### src/sv/urxts_pkg.sv
// Shared types and constants for the UART receive edge timestamp decoder.
// Used by every module of the block and by its port checker; no dependencies.
`default_nettype none

package urxts_pkg;

  localparam int TIMER_BITS     = 16;
  localparam int TIME_W         = TIMER_BITS + 1;
  localparam int FIFO_DEPTH_DEF = 16;
  localparam int CFG_DATA_W     = 16;
  localparam int CFG_IDX_W      = 2;
  localparam int TRIG_W         = 5;
  localparam int COUNT_W        = 5;

  // request modes
  localparam logic [1:0] MODE_EDGE = 2'd0;
  localparam logic [1:0] MODE_STOP = 2'd1;
  localparam logic [1:0] MODE_READ = 2'd2;

  // register indexes
  localparam logic [CFG_IDX_W-1:0] CFG_BIT_PERIOD  = 2'd0;
  localparam logic [CFG_IDX_W-1:0] CFG_STOP_OFFSET = 2'd1;
  localparam logic [CFG_IDX_W-1:0] CFG_RX_TRIGGER  = 2'd2;

  localparam logic [15:0]       BIT_PERIOD_RST  = 16'd434;
  localparam logic [15:0]       STOP_OFFSET_RST = 16'd3906;
  localparam logic [TRIG_W-1:0] RX_TRIGGER_RST  = 5'd1;

  localparam logic [3:0] LAST_SAMPLE = 4'd9;

  typedef struct packed {
    logic [1:0]            mode;
    logic [TIMER_BITS-1:0] timestamp;
  } in_item_t;

  typedef struct packed {
    logic [TIMER_BITS-1:0] stop_time;
    logic                  stop_time_valid;
    logic [7:0]            read_data;
    logic                  read_framing_error;
    logic [COUNT_W-1:0]    fifo_count;
    logic                  overflow;
    logic                  trigger;
    logic                  busy_res;
  } out_item_t;

  // controller to datapath command
  typedef enum logic [3:0] {
    OP_NONE,
    OP_LOAD,
    OP_START,
    OP_UNWRAP,
    OP_STOP,
    OP_READ,
    OP_NOP_EVENT,
    OP_STEP,
    OP_TOGGLE,
    OP_RESPOND
  } op_t;

  // datapath to controller status
  typedef struct packed {
    logic [1:0] mode;
    logic       frame_active;
    logic       step_more;
  } dp_stat_t;

  // datapath to FIFO request
  typedef struct packed {
    logic       wr;
    logic       rd;
    logic [8:0] wr_entry;
  } fifo_req_t;

endpackage

`default_nettype wire

### src/sv/urxts_fifo.sv
// Receive FIFO: entry memory, pointers, fill count and sticky overflow flag.
// Depends on urxts_pkg for the request struct.
`default_nettype none

module urxts_fifo #(
  parameter int DEPTH = urxts_pkg::FIFO_DEPTH_DEF
) (
  input  wire                         clk,
  input  wire                         rst_n,
  input  urxts_pkg::fifo_req_t        req,
  output logic [$clog2(DEPTH+1)-1:0]  count,
  output logic                        full,
  output logic                        overflow,
  output logic [8:0]                  rd_entry
);

  localparam int PW = $clog2(DEPTH);
  localparam int CW = $clog2(DEPTH + 1);

  logic [8:0]    mem [DEPTH];
  logic [8:0]    rd_entry_r;
  logic [PW-1:0] wp_r, wp_nxt, rp_r, rp_nxt, wp_inc, rp_inc;
  logic [CW-1:0] cnt_r, cnt_nxt;
  logic          ovf_r, ovf_nxt;

  assign wp_inc = (wp_r == PW'(DEPTH - 1)) ? '0 : wp_r + 1'b1;
  assign rp_inc = (rp_r == PW'(DEPTH - 1)) ? '0 : rp_r + 1'b1;
  assign full   = (cnt_r == CW'(DEPTH));

  always_comb begin
    wp_nxt  = wp_r;
    rp_nxt  = rp_r;
    cnt_nxt = cnt_r;
    ovf_nxt = ovf_r;
    if (req.wr) begin
      if (full) begin
        ovf_nxt = 1'b1;
      end else begin
        wp_nxt  = wp_inc;
        cnt_nxt = cnt_r + 1'b1;
      end
    end
    if (req.rd) begin
      ovf_nxt = 1'b0;
      // empty FIFO: same entry again, nothing moves
      if (cnt_r != '0) begin
        rp_nxt  = rp_inc;
        cnt_nxt = cnt_r - 1'b1;
      end
    end
  end

  always_ff @(posedge clk) begin
    if (!rst_n) begin
      wp_r  <= '0;
      rp_r  <= '0;
      cnt_r <= '0;
      ovf_r <= 1'b0;
    end else begin
      wp_r  <= wp_nxt;
      rp_r  <= rp_nxt;
      cnt_r <= cnt_nxt;
      ovf_r <= ovf_nxt;
    end
  end

  always_ff @(posedge clk) begin
    if (req.wr && !full) begin
      mem[wp_inc] <= req.wr_entry;
    end
    if (req.rd) begin
      rd_entry_r <= mem[rp_nxt];
    end
  end

  assign count    = cnt_r;
  assign overflow = ovf_r;
  assign rd_entry = rd_entry_r;

endmodule

`default_nettype wire

### src/sv/urxts_dpath.sv
// Datapath: config registers, frame timing, bit sampling, result assembly.
// Depends on urxts_pkg and instantiates urxts_fifo.
`default_nettype none

module urxts_dpath #(
  parameter int FIFO_DEPTH = urxts_pkg::FIFO_DEPTH_DEF
) (
  input  wire                                   clk,
  input  wire                                   rst_n,
  input  urxts_pkg::op_t                        op,
  output urxts_pkg::dp_stat_t                   stat,
  input  urxts_pkg::in_item_t                   in_data,
  output urxts_pkg::out_item_t                  out_data,
  input  wire                                   cfg_wr_en,
  input  wire [urxts_pkg::CFG_IDX_W-1:0]        cfg_index,
  input  wire [urxts_pkg::CFG_DATA_W-1:0]       cfg_data
);

  localparam int TB   = urxts_pkg::TIMER_BITS;
  localparam int TW   = urxts_pkg::TIME_W;
  localparam int CW   = $clog2(FIFO_DEPTH + 1);
  localparam int CMPW = (CW >= urxts_pkg::TRIG_W) ? CW + 1 : urxts_pkg::TRIG_W + 1;

  logic [15:0]                 bp_r, so_r;
  logic [urxts_pkg::TRIG_W-1:0] trig_lvl_r;
  logic [1:0]                  mode_r;
  logic [TB-1:0]               ts_r;
  logic                        active_r, active_nxt;
  logic                        line_r, line_nxt;
  logic [TW-1:0]               last_r, last_nxt, next_r, next_nxt, cur_r;
  logic [7:0]                  shift_r, shift_nxt;
  logic [3:0]                  samples_r, samples_nxt;
  logic [TB-1:0]               res_stop_r;
  logic                        res_stv_r, res_trig_r, res_read_r;
  urxts_pkg::out_item_t        out_data_r;

  logic [TW-1:0]  start_next, start_stop, ts_ext;
  logic [3:0]     bit_idx, first;
  logic [7:0]     fill_mask, stop_shift;
  logic           exec, stop_trig;
  logic [CMPW-1:0] cnt_inc;

  urxts_pkg::fifo_req_t fifo_req;
  logic [CW-1:0] fifo_count;
  logic          fifo_full, fifo_ovf;
  logic [8:0]    fifo_rd_entry;

  urxts_fifo #(.DEPTH(FIFO_DEPTH)) u_fifo (
    .clk      (clk),
    .rst_n    (rst_n),
    .req      (fifo_req),
    .count    (fifo_count),
    .full     (fifo_full),
    .overflow (fifo_ovf),
    .rd_entry (fifo_rd_entry)
  );

  always_ff @(posedge clk) begin
    if (!rst_n) begin
      bp_r       <= urxts_pkg::BIT_PERIOD_RST;
      so_r       <= urxts_pkg::STOP_OFFSET_RST;
      trig_lvl_r <= urxts_pkg::RX_TRIGGER_RST;
    end else if (cfg_wr_en) begin
      unique case (cfg_index)
        urxts_pkg::CFG_BIT_PERIOD:  bp_r       <= cfg_data;
        urxts_pkg::CFG_STOP_OFFSET: so_r       <= cfg_data;
        urxts_pkg::CFG_RX_TRIGGER:  trig_lvl_r <= cfg_data[urxts_pkg::TRIG_W-1:0];
        default: ;
      endcase
    end
  end

  assign ts_ext     = {1'b0, ts_r};
  assign start_next = ts_ext + TW'(bp_r >> 1);
  assign start_stop = start_next + TW'(so_r);
  assign bit_idx    = samples_r - 4'd1;
  assign first      = (samples_r == 4'd0) ? 4'd0 : samples_r - 4'd1;

  always_comb begin
    for (int i = 0; i < 8; i++) begin
      fill_mask[i] = (4'(i) >= first);
    end
  end

  assign stop_shift = (shift_r & ~fill_mask) | (line_r ? fill_mask : 8'h00);
  assign cnt_inc    = CMPW'(fifo_count) + 1'b1;
  assign stop_trig  = !fifo_full && (cnt_inc >= CMPW'(trig_lvl_r));
  assign exec       = (op == urxts_pkg::OP_START) || (op == urxts_pkg::OP_UNWRAP) ||
                      (op == urxts_pkg::OP_STOP) || (op == urxts_pkg::OP_READ) ||
                      (op == urxts_pkg::OP_NOP_EVENT);

  assign fifo_req.wr       = (op == urxts_pkg::OP_STOP);
  assign fifo_req.rd       = (op == urxts_pkg::OP_READ);
  assign fifo_req.wr_entry = {~line_r, stop_shift};

  always_comb begin
    active_nxt  = active_r;
    line_nxt    = line_r;
    last_nxt    = last_r;
    next_nxt    = next_r;
    shift_nxt   = shift_r;
    samples_nxt = samples_r;
    case (op)
      urxts_pkg::OP_START: begin
        active_nxt  = 1'b1;
        line_nxt    = 1'b0;
        last_nxt    = ts_ext;
        next_nxt    = start_next;
        shift_nxt   = 8'h00;
        samples_nxt = 4'd0;
      end
      urxts_pkg::OP_STEP: begin
        // sample point 0 is the start bit
        if (samples_r != 4'd0 && line_r) begin
          shift_nxt[bit_idx[2:0]] = 1'b1;
        end
        samples_nxt = samples_r + 4'd1;
        last_nxt    = last_r + TW'(bp_r);
        next_nxt    = next_r + TW'(bp_r);
      end
      urxts_pkg::OP_TOGGLE: line_nxt = ~line_r;
      urxts_pkg::OP_STOP: begin
        shift_nxt   = stop_shift;
        active_nxt  = 1'b0;
        samples_nxt = 4'd0;
      end
      default: ;
    endcase
  end

  always_ff @(posedge clk) begin
    if (!rst_n) begin
      active_r  <= 1'b0;
      line_r    <= 1'b0;
      last_r    <= '0;
      next_r    <= '0;
      shift_r   <= '0;
      samples_r <= '0;
    end else begin
      active_r  <= active_nxt;
      line_r    <= line_nxt;
      last_r    <= last_nxt;
      next_r    <= next_nxt;
      shift_r   <= shift_nxt;
      samples_r <= samples_nxt;
    end
  end

  // payload registers, no reset
  always_ff @(posedge clk) begin
    if (op == urxts_pkg::OP_LOAD) begin
      mode_r <= in_data.mode;
      ts_r   <= in_data.timestamp;
    end
    if (op == urxts_pkg::OP_UNWRAP) begin
      // timer wrapped since the last edge
      cur_r <= (ts_ext < last_r) ? {1'b1, ts_r} : ts_ext;
    end
    if (exec) begin
      res_stop_r <= (op == urxts_pkg::OP_START) ? start_stop[TB-1:0] : '0;
      res_stv_r  <= (op == urxts_pkg::OP_START);
      res_trig_r <= (op == urxts_pkg::OP_STOP) && stop_trig;
      res_read_r <= (op == urxts_pkg::OP_READ);
    end
    if (op == urxts_pkg::OP_RESPOND) begin
      out_data_r.stop_time          <= res_stop_r;
      out_data_r.stop_time_valid    <= res_stv_r;
      out_data_r.read_data          <= res_read_r ? fifo_rd_entry[7:0] : 8'h00;
      out_data_r.read_framing_error <= res_read_r & fifo_rd_entry[8];
      out_data_r.fifo_count         <= urxts_pkg::COUNT_W'(fifo_count);
      out_data_r.overflow           <= fifo_ovf;
      out_data_r.trigger            <= res_trig_r;
      out_data_r.busy_res           <= active_r;
    end
  end

  assign stat.mode         = mode_r;
  assign stat.frame_active = active_r;
  assign stat.step_more    = (samples_r < urxts_pkg::LAST_SAMPLE) && (cur_r > next_r);
  assign out_data          = out_data_r;

endmodule

`default_nettype wire

### src/sv/urxts_ctrl.sv
// Controller: request sequencing, sample-point iteration and output handshake.
// Depends on urxts_pkg for command and status types.
`default_nettype none

module urxts_ctrl (
  input  wire                 clk,
  input  wire                 rst_n,
  input  wire                 in_valid,
  output logic                in_ready,
  output logic                out_valid,
  input  wire                 out_ready,
  input  urxts_pkg::dp_stat_t stat,
  output urxts_pkg::op_t      op
);

  typedef enum logic [3:0] {
    S_IDLE = 4'b0001,
    S_EXEC = 4'b0010,
    S_STEP = 4'b0100,
    S_RESP = 4'b1000
  } state_t;

  state_t state_r, state_nxt;
  logic   out_valid_r, out_valid_nxt;

  always_comb begin
    state_nxt     = state_r;
    op            = urxts_pkg::OP_NONE;
    out_valid_nxt = out_valid_r && !out_ready;
    unique case (state_r)
      S_IDLE: begin
        if (in_valid) begin
          op        = urxts_pkg::OP_LOAD;
          state_nxt = S_EXEC;
        end
      end
      S_EXEC: begin
        state_nxt = S_RESP;
        unique case (stat.mode)
          urxts_pkg::MODE_EDGE: begin
            if (stat.frame_active) begin
              op        = urxts_pkg::OP_UNWRAP;
              state_nxt = S_STEP;
            end else begin
              op = urxts_pkg::OP_START;
            end
          end
          urxts_pkg::MODE_STOP:
            op = stat.frame_active ? urxts_pkg::OP_STOP : urxts_pkg::OP_NOP_EVENT;
          urxts_pkg::MODE_READ: op = urxts_pkg::OP_READ;
          default:              op = urxts_pkg::OP_NOP_EVENT;
        endcase
      end
      S_STEP: begin
        if (stat.step_more) begin
          op = urxts_pkg::OP_STEP;
        end else begin
          op        = urxts_pkg::OP_TOGGLE;
          state_nxt = S_RESP;
        end
      end
      S_RESP: begin
        if (!out_valid_r || out_ready) begin
          op            = urxts_pkg::OP_RESPOND;
          out_valid_nxt = 1'b1;
          state_nxt     = S_IDLE;
        end
      end
      default: state_nxt = S_IDLE;
    endcase
  end

  always_ff @(posedge clk) begin
    if (!rst_n) begin
      state_r     <= S_IDLE;
      out_valid_r <= 1'b0;
    end else begin
      state_r     <= state_nxt;
      out_valid_r <= out_valid_nxt;
    end
  end

  assign in_ready  = (state_r == S_IDLE);
  assign out_valid = out_valid_r;

endmodule

`default_nettype wire

### src/sv/uart_rx_edge_timestamp_decoder.sv
// Top level of the UART 8N1 receiver driven by timer events.
// Depends on urxts_pkg; instantiates urxts_ctrl and urxts_dpath.
//
//   channel  | direction | ports                          | moves
//   ---------+-----------+--------------------------------+------------------------------
//   in       | input     | in_valid, in_ready, in_data    | one event request
//   out      | output    | out_valid, out_ready, out_data | one result per request
//   cfg      | input     | cfg_wr_en, cfg_index, cfg_data | register write, no wait
//
// One request at a time. A start edge, stop match, host read or unused mode runs
// through the idle (accept), execute and respond states. An edge inside a frame
// also passes k (0..9) sample points, one per cycle in the step state, and then
// toggles the line level. The result register loads as the respond state ends,
// and in_ready rises at the same edge. Only a result still unaccepted in that
// register stalls the load on out_ready. Synchronous active-low reset; FIFO memory
// is not cleared.
`default_nettype none

module uart_rx_edge_timestamp_decoder #(
  parameter int FIFO_DEPTH = urxts_pkg::FIFO_DEPTH_DEF
) (
  input  wire                             clk,
  input  wire                             rst_n,
  input  wire                             in_valid,
  output logic                            in_ready,
  input  urxts_pkg::in_item_t             in_data,
  output logic                            out_valid,
  input  wire                             out_ready,
  output urxts_pkg::out_item_t            out_data,
  input  wire                             cfg_wr_en,
  input  wire [urxts_pkg::CFG_IDX_W-1:0]  cfg_index,
  input  wire [urxts_pkg::CFG_DATA_W-1:0] cfg_data
);

  // command and status between controller and datapath
  urxts_pkg::op_t      op;
  urxts_pkg::dp_stat_t stat;

  urxts_ctrl u_ctrl (
    .clk       (clk),
    .rst_n     (rst_n),
    .in_valid  (in_valid),
    .in_ready  (in_ready),
    .out_valid (out_valid),
    .out_ready (out_ready),
    .stat      (stat),
    .op        (op)
  );

  // config registers, frame timing, sampling, receive FIFO and result register
  urxts_dpath #(.FIFO_DEPTH(FIFO_DEPTH)) u_dpath (
    .clk       (clk),
    .rst_n     (rst_n),
    .op        (op),
    .stat      (stat),
    .in_data   (in_data),
    .out_data  (out_data),
    .cfg_wr_en (cfg_wr_en),
    .cfg_index (cfg_index),
    .cfg_data  (cfg_data)
  );

endmodule

`default_nettype wire

### config.mk
export PLATFORM = sky130hd
export DESIGN_NAME = uart_rx_edge_timestamp_decoder
export DESIGN_NICKNAME = d
export VERILOG_FILES = /design/src/sv/urxts_pkg.sv /design/src/sv/urxts_fifo.sv /design/src/sv/urxts_dpath.sv /design/src/sv/urxts_ctrl.sv /design/src/sv/uart_rx_edge_timestamp_decoder.sv
export SDC_FILE = /design/constraint.sdc
export NUM_CORES = 1
export LEC_CHECK = 0
export BUFFER_PORTS_ARGS = -buffer_cell sky130_fd_sc_hd__buf_2
export CAP_MARGIN = 40
export CORE_MARGIN = 1.5
export CORE_UTILIZATION = 30
export DETAILED_ROUTE_END_ITERATION = 8
export MAX_ROUTING_LAYER = met4
export PLACE_DENSITY_LB_ADDON = 0.08
export SLEW_MARGIN = 20
export SYNTH_ARGS = -nofsm -noshare
export SYNTH_HDL_FRONTEND = slang
export SYNTH_SLANG_ARGS = --single-unit
### constraint.sdc
create_clock -name clk -period 3.9 [get_ports clk]
set_input_delay 0 -clock clk [delete_from_list [all_inputs] [get_ports clk]]
set_output_delay 0 -clock clk [all_outputs]
set_load 0.05 [all_outputs]
==> results of run 1 <==
## how the worst max path moves through the flow
stage                         start  slack (ns)                      to
floorplan           u_dpath.ts_r[0]        0.05  u_dpath.res_stop_r[15]
global placement    u_dpath.ts_r[0]       -0.30  u_dpath.res_stop_r[15]
detailed placement  u_dpath.ts_r[0]       -0.30  u_dpath.res_stop_r[15]
CTS                 u_dpath.ts_r[1]        0.01  u_dpath.res_stop_r[15]
global route        u_dpath.ts_r[0]       -0.12  u_dpath.res_stop_r[15]
finish              u_dpath.ts_r[0]        0.12  u_dpath.res_stop_r[15]
## cell type report
| class | count | area (sq um) |
|---|---|---|
| fillers | 5379 | 35110 |
| flip-flops and latches | 345 | 9319 |
| multi-input cells | 940 | 7232 |
| repair buffers | 162 | 1184 |
| clock buffers | 65 | 1177 |
| well taps | 748 | 935.9 |
| inverters | 66 | 247.7 |
| clock inverters | 13 | 210.2 |
| diodes | 1 | 2.502 |
## layout by cell type (no fill, tap or decap), types with 14 or more instances in the layout
cell | netlist | layout
a21o_1 | 27 | 27
a21oi_1 | 85 | 82
a31oi_1 | 20 | 20
and2_1 | 14 | 14
and3_1 | 29 | 28
buf_2 | 0 | 76
buf_4 | 0 | 41
clkbuf_1 | 48 | 19
clkbuf_16 | 0 | 42
dfxtp_1 | 104 | 104
dlygate4sd3_1 | 0 | 39
edfxtp_1 | 241 | 241
ha_1 | 109 | 107
inv_1 | 63 | 63
mux4_2 | 41 | 41
nand2_1 | 145 | 145
nand2b_1 | 17 | 17
nand3_1 | 23 | 21
nor2_1 | 97 | 97
nor3_1 | 23 | 21
o21ai_0 | 32 | 31
o21ai_1 | 21 | 21
o221ai_1 | 14 | 14
xnor2_1 | 32 | 32
xor2_1 | 20 | 19
## per-stage QoR
step / cell area, sq um / power [mW] / utilization
after CTS: 20240 / 8.705 / 0.3653
final: 20310 / 8.586 / 0.3665
after detailed placement: 18420 / 4.665 / 0.3324
after global placement: 18420 / 4.665 / 0.3324
after floorplan: 16930 / 4.445 / -
after global routing: 20310 / 8.923 / 0.3665
## routing by layer
layer,vias to the layer above,GRT usage,share of wire
met4,0,0.04383,0.020
li1,5615,-,-
met2,210,0.2322,0.41
met5,-,-,0
met3,62,0.02322,0.038
met1,5562,0.2520,0.54
## where the power goes
| group | internal [mW] | switching, mW |
|---|---|---|
| registers | 3.92 | 0.0438 |
| logic | 0.301 | 0.380 |
| clock network | 2.31 | 1.63 |
| total | 6.53 | 2.05 |
## what timing repair did
item / 4_1_cts / 5_1_grt
endpoints found under the hold margin: 63 / 1
endpoints found under the setup margin: 3 / 2
hold buffers: 38 / 1
pin swaps: 8 / 5
buffers inserted: 2 / 1
resized for setup: 8 / 7
## critical path, delay by kind of cell (launching register included)
kind / cells / cell delay (ns)
AND/OR/NAND/NOR: 6 / 0.64
XOR/XNOR: 1 / 0.18
AO/OA/AOI/OAI: 5 / 1.18
adder cells (fa/ha/maj): 3 / 0.92
multiplexers: 1 / 0.15
flip-flops: 1 / 0.43
## logic make-up after synthesis
kind of cell | share of synthesized area
AOI/OAI and AO/OA | 0.1202
buffers and inverters | 0.02956
xor gates and xnor gates | 0.02690
adders and majority gates | 0.08528
and+or+nand+nor | 0.1140
DFF | 0.5504
muxes | 0.07368
## flip-flops by register name, summed over array words and instances (netlist names), 8 cells and up
| name | cells |
|---|---|
| u_dpath.ts_r | 16 |
| u_dpath.res_stop_r | 16 |
| u_dpath.u_fifo.mem | 144 |
| u_dpath.so_r | 16 |
| u_dpath.next_r | 17 |
| u_dpath.shift_r | 8 |
| u_dpath.u_fifo.rd_entry | 9 |
| u_dpath.bp_r | 16 |
| u_dpath.out_data | 34 |
| u_dpath.cur_r | 17 |
| u_dpath.last_r | 17 |
==> impl_metrics.tcl, run 1 <==
set metrics [dict create \
    status "finished, final reports clean" \
    layout.cells.non_filler 2340 \
    die_h_microns 240.6 \
    hold_violations 0 \
    crit_slowest_cell "edfxtp_1" \
    crit_path_start_kind "flip-flop" \
    cts-root-buf "clkbuf_16" \
    gr-total-overflow 0 \
    dp_slack_ns -0.2991 \
    holdPathEnd "u_dpath.trig_lvl_r[0]" \
    synth_commonest_cells "edfxtp_1 (241), nand2_1 (145), ha_1 (109)" \
    setup_violations 0 \
    dieArea_sq_mm 0.05787 \
    initial_core_util 0.3055 \
    ys_warn_count 0 \
    hpwl_microns 31860 \
    fin_skew_ns 0.04110 \
    min_period_ns 3.781 \
    rr_worst_depth 16 \
    synth_edf_count 241 \
    numClockSinks 345 \
    grt_pass1_vias 11410 \
    critical_path.max_fanout 4 \
    slew_headroom 0.4633 \
    fmax_ghz 0.2645 \
    h-tree-depth 2 \
    layout.nets 1711 \
    synth_nets 1561 \
    critPathCaptureType "flip-flop" \
    critical_path_class "reg2reg" \
    synth_seq_area_share 0.5504 \
    cts_tree "done" \
    die_w_microns 240.6 \
    clkTransAtPathRegs_ns 0.06 \
    rows 86 \
    r2r_start "u_dpath.ts_r[0]" \
    grt_setup_unrepaired "true" \
    routed_wl_microns 45940 \
    min_from "cfg_index[1]" \
    r2r_slack_ns 0.12 \
    irDropWorstVdd_mv 0.3437 \
    critPathMaxStageDelay_ns 0.43 \
    path_cells "ha_4 > fa_2 > a211oi_4 > o21ai_2 > and3_4 > a311o_1 > xor2_2 > ha_4 > nand2_1 > nor2_1 > and3_1 > nor2_1 > a211o_1 > mux2i_1 > a211o_1 > nor3b_1" \
    worst_pin_slew_ns 0.7976 \
    min_period_over_period 0.9696 \
    post_synth_inst_count 1407 \
    fin_ws_ns 0.1186 \
    syn_area_sq_mm 0.01693 \
    ys_types 78 \
    synth_largest_area_cell "edfxtp_1" \
    p_per_area_mw_per_mm2 422.8 \
    numPortBuffers 76 \
    core_area_sq_mm 0.05542 \
    hold_depth 4 \
    hold_class "in2reg" \
    postSynthAreaPerCell_sq_um 12.03 \
    p_leak_nw 7.629 \
    syn_to_final_growth_pct 19.95 \
    grt_max_degree 57 \
    cap_viol_max_count 0 \
    place.gp.congestion 0.7658 \
    cts_buffer_depth 3 \
    required_ns 4.22 \
    grt_pass1_wl_microns 70500 \
    antenna_found_initial 1 \
    cts_inserted_buffers 42 \
    tns_ns 0 \
    io_pins 77 \
    report.final.slew_viol_count 0 \
    drc 0 \
    clock_latency_ns 0.59 \
    dp.cells 2218 \
    via_per_inst 4.893 \
    first_pass_iters 5 \
    postSynth.asyncResetShare 0 \
    synth.most_common_cell "edfxtp_1" \
    vias 11450 \
    ys.flop_type "edfxtp_1" \
    arrival_ns 4.10 \
    synth_top_area_frac 0.4274 \
    grt_usage 0.1671 \
    wire_per_inst_microns 19.63 \
    netlist_top_cells_area "edfxtp_1 (43%), dfxtp_1 (12%), ha_1 (8.1%)" \
    ys_seq_elements 345 \
    antenna_left 0 \
    r2r_end "u_dpath.res_stop_r[15]" \
    layout-drive-gt1-share 0.1571 \
    hold_slack_ns 0.03690 \
    drtIter0Drc 812 \
]
No activity file was read; power rests on OpenSTA's default activity.
==> run 2, diff against run 1 <==
--- a/config.mk
+++ b/config.mk
@@ -5,6 +5,7 @@
 export SDC_FILE = /design/constraint.sdc
 export NUM_CORES = 1
 export LEC_CHECK = 0
+export ABC_CLOCK_PERIOD_IN_PS = 3600
 export BUFFER_PORTS_ARGS = -buffer_cell sky130_fd_sc_hd__buf_2
 export CAP_MARGIN = 40
 export CORE_MARGIN = 1.5
==> constraint.sdc (replaced) <==
create_clock -name clk -period 3.6 [get_ports clk]
set_input_delay 0 -clock clk [delete_from_list [all_inputs] [get_ports clk]]
set_output_delay 0 -clock clk [all_outputs]
set_load 0.05 [all_outputs]
==> run 2 against run 1 <==
Against the previous run:
- the flow now finishes with violations (negative setup slack)
- hold slack improved by 0.080 ns
- clock skew is 0.014 ns lower
- cell count is 1.4% higher
- core utilization increased by 0.44 points
- sequential power grew 8.1%
- via count increased by 1.1%
- sequential cell count stayed put
- critical path type unchanged
- largest power group is now the clock network
==> impl_metrics.tcl, run 2 (synthesis results as in run 1) <==
set metrics [dict create \
    status "finished with violations" \
    violations "negative setup slack" \
    initial_core_util 0.3055 \
    finish.instance_area_sq_mm 0.02055 \
    hold_class "in2reg" \
    first_pass_iters 5 \
    min_from "cfg_index[0]" \
    io_pins 77 \
    cts_inserted_buffers 42 \
    grt_max_degree 48 \
    p_leak_nw 7.787 \
    final_common_cell "edfxtp_1" \
    cap_viol_max_count 0 \
    largest-register "u_dpath.u_fifo.mem" \
    crit_path_start_kind "flip-flop" \
    rows 86 \
    crit_buf_inv 0 \
    die_h_microns 240.6 \
    clock_latency_ns 0.58 \
    syn_to_final_growth_pct 21.39 \
    power.net_switching_mw 2.222 \
    layout-drive-gt1-share 0.1748 \
    dp_slack_ns -0.2158 \
    numClockSinks 345 \
    startpoint "u_dpath.ts_r[0]" \
    slew_headroom 0.3866 \
    arrival_ns 4.08 \
    setup_violations 2 \
    drtIter0Drc 573 \
    combPwrFrac 0.082 \
    cp_num_cells 16 \
    p_sw_frac 0.2355 \
    required_ns 3.92 \
    intPower_mw 7.212 \
    grt_usage 0.1622 \
    hold_violations 0 \
    critical_path_class "reg2reg" \
    antenna_found_initial 0 \
    critPathCaptureType "flip-flop" \
    r2r_start "u_dpath.ts_r[0]" \
    diodes 0 \
    dieArea_sq_mm 0.05787 \
    path_delay_family "compound AO/OA/AOI/OAI gates" \
    r2r_end "u_dpath.res_stop_r[15]" \
    place.gp.congestion 0.7595 \
    die_w_microns 240.6 \
    report.final.slew_viol_count 0 \
    gr-total-overflow 0 \
    fmax_ghz 0.2660 \
    numPortBuffers 76 \
    core_area_sq_mm 0.05542 \
    place_area_sq_mm 0.01863 \
    routed_wl_microns 44750 \
    critPathMaxStageDelay_ns 0.43 \
    rr_worst_depth 16 \
    critical_path.max_fanout 3 \
    cts-root-buf "clkbuf_16" \
    r2r_slack_ns -0.16 \
    drc 0 \
    min_period_ns 3.760 \
    layout.nets 1746 \
    path_cells "ha_4 > fa_2 > a211oi_2 > o21ai_1 > and3_1 > a311o_1 > xor2_2 > ha_4 > nand2_1 > nor2_1 > and3_1 > nor2_1 > a211o_1 > mux2i_1 > a211o_1 > nor3b_1" \
    h-tree-depth 2 \
    fin_skew_ns 0.02751 \
    hpwl_microns 32080 \
    grt_pass1_wl_microns 68860 \
    antenna_left 0 \
    clkTransAtPathRegs_ns 0.06 \
    clock_power_share 0.463 \
    wire_per_inst_microns 18.86 \
    vias 11580 \
    grt_setup_unrepaired "true" \
    largest_reg_flops 144 \
    seqPwrFrac 0.455 \
    p_per_area_mw_per_mm2 459.0 \
    dp.cells 2250 \
    via_per_inst 4.878 \
    fin_ws_ns -0.1599 \
    irDropWorstVdd_mv 0.3155 \
    mostFrequentLayoutCells "edfxtp_1 (241), nand2_1 (145), ha_1 (107)" \
    min_period_over_period 1.044 \
    worst_pin_slew_ns 0.9117 \
    grt_pass1_vias 11350 \
    cts_tree "done" \
    cts_buffer_depth 3 \
    worstSetupEndpoint "u_dpath.res_stop_r[15]" \
    layout.cells.non_filler 2373 \
    crit_slowest_cell "edfxtp_1" \
]
## run 2: cell types whose count changed in the layout (fill, tap and decap cells not counted), moves of 2 or more
cell and change:
buf_4 +37, clkbuf_1 -17, clkinv_1 +11, bufinv_16 +3, clkbuf_8 -3, clkinvlp_4 +3, buf_12 -2, clkinv_16 -2
nand3_1 +2, nand3_2 -2
## run 2: how the worst min path moves through the flow
stage                              to  depth (start not counted)
floorplan           u_dpath.mode_r[0]                          0
global placement      u_dpath.ts_r[7]                          1
detailed placement   u_dpath.ts_r[10]                          1
CTS                   u_dpath.so_r[1]                          3
global route          u_dpath.ts_r[7]                          2
finish                u_dpath.bp_r[8]                          4
## run 2: through the flow
step / hold slack [ns] / total power [mW] / utilization / setup TNS (ns)
after global routing: 0.1116 / 9.817 / 0.3709 / -0.7125
final: 0.1171 / 9.433 / 0.3709 / -0.1661
after global placement: 0.1767 / 5.092 / 0.3361 / -0.2117
after detailed placement: 0.1781 / 5.094 / 0.3363 / -0.2158
after floorplan: 0.09887 / 4.818 / - / -0.04569
after CTS: 0.03586 / 9.569 / 0.3691 / -0.1637
## run 2: power by group through the flow
stage | clock (mW) | sequential, mW | combinational (mW)
floorplan | 0 | 4.36 | 0.457
global placement | 0 | 4.37 | 0.718
detailed placement | 0 | 4.37 | 0.719
CTS | 4.52 | 4.29 | 0.755
global route | 4.66 | 4.29 | 0.865
finish | 4.37 | 4.29 | 0.769
## run 2: layout make-up
| type | count | area, sq um |
|---|---|---|
| clock inverter | 32 | 350.3 |
| fill | 5310 | 34860 |
| clock buffer | 45 | 1072 |
| inverter | 66 | 247.7 |
| multi-input combinational | 940 | 7202 |
| tap | 748 | 935.9 |
| sequential | 345 | 9319 |
| timing repair buffer | 197 | 1426 |
## run 2: layer usage
metal	routed length [microns]	vias up	global-route usage	share of wire
li1	-	5698	-	-
met1	23770	5626	0.2455	0.53
met2	18450	197	0.2250	0.41
met3	1773	55	0.02573	0.040
met4	758	0	0.03621	0.017
met5	0	-	-	0
## run 2: tightest hold or removal path, delay by kind of cell
kind | cells | cell delay [ns]
buffers and inverters | 1 | 0.12
AND/OR/NAND/NOR | 3 | 0.53
## run 2: what timing repair did
action | 4_1_cts | 5_1_grt
hold buffers | 39 | 1
gates resized for setup | 0 | 5
endpoints found under the setup margin | 2 | 4
setup buffers | 1 | 4
hold endpoints to repair | 59 | 16
pin swaps | 4 | 1
==> run 3, diff against run 2 <==
--- a/config.mk
+++ b/config.mk
@@ -12,7 +12,7 @@
 export CORE_UTILIZATION = 30
 export DETAILED_ROUTE_END_ITERATION = 8
 export MAX_ROUTING_LAYER = met4
-export PLACE_DENSITY_LB_ADDON = 0.08
+export PLACE_DENSITY = 0.54
 export SLEW_MARGIN = 20
 export SYNTH_ARGS = -nofsm -noshare
 export SYNTH_HDL_FRONTEND = slang
==> run 3 against run 2 <==
Against the previous run:
- the flow still finishes with violations (negative setup slack)
- via count up 1.6%
- clock skew is 0.00065 ns higher
- non-clock buffer count decreased by 2
- largest cell class unchanged
- clock-buffer cell count up 14
- hold slack lost 0.011 ns
- combinational power is 1% higher
- worst setup slack worse by 0.048 ns
- cell count is 0.21% lower
- fmax down 1.3%
- sequential cell count unchanged
- critical path depth unchanged
- critical endpoint unchanged
- sequential share of layout area is 0.31 points higher
==> impl_metrics.tcl, run 3 (synthesis results as in run 1) <==
set metrics [dict create \
    status "finished with violations" \
    violations "negative setup slack" \
    p_per_area_mw_per_mm2 444.5 \
    cts_tree "done" \
    drtIter0Drc 762 \
    fin_skew_ns 0.02816 \
    grt_pass1_wl_microns 66690 \
    die_h_microns 240.6 \
    rows 86 \
    initial_core_util 0.3055 \
    cts_buffer_depth 3 \
    utilization 0.3684 \
    min_period_over_period 1.058 \
    min_period_ns 3.808 \
    die_w_microns 240.6 \
    dieArea_sq_mm 0.05787 \
    clkTransAtPathRegs_ns 0.06 \
    numPortBuffers 76 \
    hold_violations 0 \
    slew_headroom 0.4656 \
    p_leak_nw 7.738 \
    fin_ws_ns -0.2077 \
    gr-total-overflow 0 \
    io_pins 77 \
    clock_latency_ns 0.57 \
    largest_reg_flops 144 \
    hold_class "in2reg" \
    drc 0 \
    critical_path_class "reg2reg" \
    fillers 5348 \
    min_from "cfg_index[1]" \
    first_pass_iters 5 \
    dp_slack_ns -0.2859 \
    layout.nets 1741 \
    numClockSinks 345 \
    startpoint "u_dpath.ts_r[0]" \
    r2r_start "u_dpath.ts_r[0]" \
    antenna_left 0 \
    r2r_slack_ns -0.21 \
    grt_max_degree 48 \
    critical_path.max_fanout 3 \
    fmax_ghz 0.2626 \
    cap_viol_max_count 0 \
    tns_ns -0.2374 \
    wire_per_inst_microns 17.81 \
    layout-drive-gt1-share 0.1712 \
    antenna_found_initial 2 \
    cts-root-buf "clkbuf_16" \
    final_common_cell "edfxtp_1" \
    syn_to_final_growth_pct 20.57 \
    irDropWorstVdd_mv 0.3419 \
    place.gp.congestion 0.8227 \
    critPathCaptureType "flip-flop" \
    report.final.slew_viol_count 0 \
    h-tree-depth 2 \
    cts_inserted_buffers 39 \
    vias 11770 \
    routed_wl_microns 42170 \
    core_area_sq_mm 0.05542 \
    required_ns 3.91 \
    crit_path_start_kind "flip-flop" \
    via_per_inst 4.969 \
    grt_setup_unrepaired "true" \
    worst_pin_slew_ns 0.8004 \
    arrival_ns 4.11 \
    grt_usage 0.1528 \
    setup_violations 2 \
    hpwl_microns 30350 \
    mostFrequentLayoutCells "edfxtp_1 (241), nand2_1 (145), ha_1 (108)" \
    largest-register "u_dpath.u_fifo.mem" \
    grt_pass1_vias 11750 \
]
[run 3: cell count changes in the layout (fill, tap and decap cells not counted), sizes merged]
| cell | change |
|---|---|
| clkbuf | +15 |
| clkinv | -12 |
| clkinvlp | -4 |
| bufinv | -3 |
| buf | -2 |
| diode | +2 |
| dlygate4sd3 | -1 |
[run 3: final timing paths]
kind	end	cells after the start
max	u_dpath.res_stop_r[15]	16
min	u_dpath.trig_lvl_r[0]	4
max reg2reg	u_dpath.res_stop_r[15]	16
min reg2reg	u_dpath.out_data[26]	0
[run 3: power breakdown]
part	switching (mW)	internal (mW)
registers	0.0431	4.25
logic	0.415	0.366
clock network	1.64	2.36
total	2.10	6.97
[run 3: metrics by stage]
step                instance area, sq um  hold WS [ns]  power [mW]  std cells
floorplan                          16940       0.09887       4.818       1407
global placement                   18630        0.1818       5.084       2248
detailed placement                 18670        0.1805       5.101       2251
CTS                                20380        0.1007       9.177       2364
global route                       20410        0.1503       9.418       2368
finish                             20410        0.1064       9.074       2368
[run 3: layout make-up]
class / instances / area (sq um) / area share
Clock buffer: 59 / 1102 / 0.05400
Tap cell: 748 / 935.9 / 0.04585
Timing Repair Buffer: 195 / 1426 / 0.06987
Clock inverter: 13 / 183.9 / 0.009010
Sequential cell: 345 / 9319 / 0.4565
Inverter: 66 / 247.7 / 0.01214
Multi-Input combinational cell: 940 / 7193 / 0.3524
Antenna cell: 2 / 5.005 / 0.0002452
[run 3: critical path, cell delays in order, from the launching register on]
cell      delay [ns]
edfxtp_1        0.40
ha_2            0.22
fa_2            0.40
a211oi_4        0.25
o21ai_2         0.11
and3_4          0.18
a311o_1         0.27
xor2_1          0.17
ha_1            0.32
nand2_1         0.06
nor2_1          0.09
and3_1          0.18
nor2_1          0.06
a211o_1         0.33
mux2i_1         0.15
a211o_1         0.26
nor3b_1         0.14
[run 3: timing repair]
action / 4_1_cts / 5_1_grt
endpoints found under the setup margin: 3 / 6
resized for setup: 3 / 3
endpoints found under the hold margin: 58 / 0
pin swaps: 8 / 1
hold buffers: 39 / 0
buffers inserted: 2 / 1
[run 3: routing by layer]
layer / GRT usage / wire length (microns) / up-vias
met5: - / 0 / -
met4: 0.04460 / 1000 / 0
met3: 0.02471 / 2100 / 61
met2: 0.2383 / 19020 / 259
met1: 0.2046 / 20050 / 5778
li1: - / - / 5668
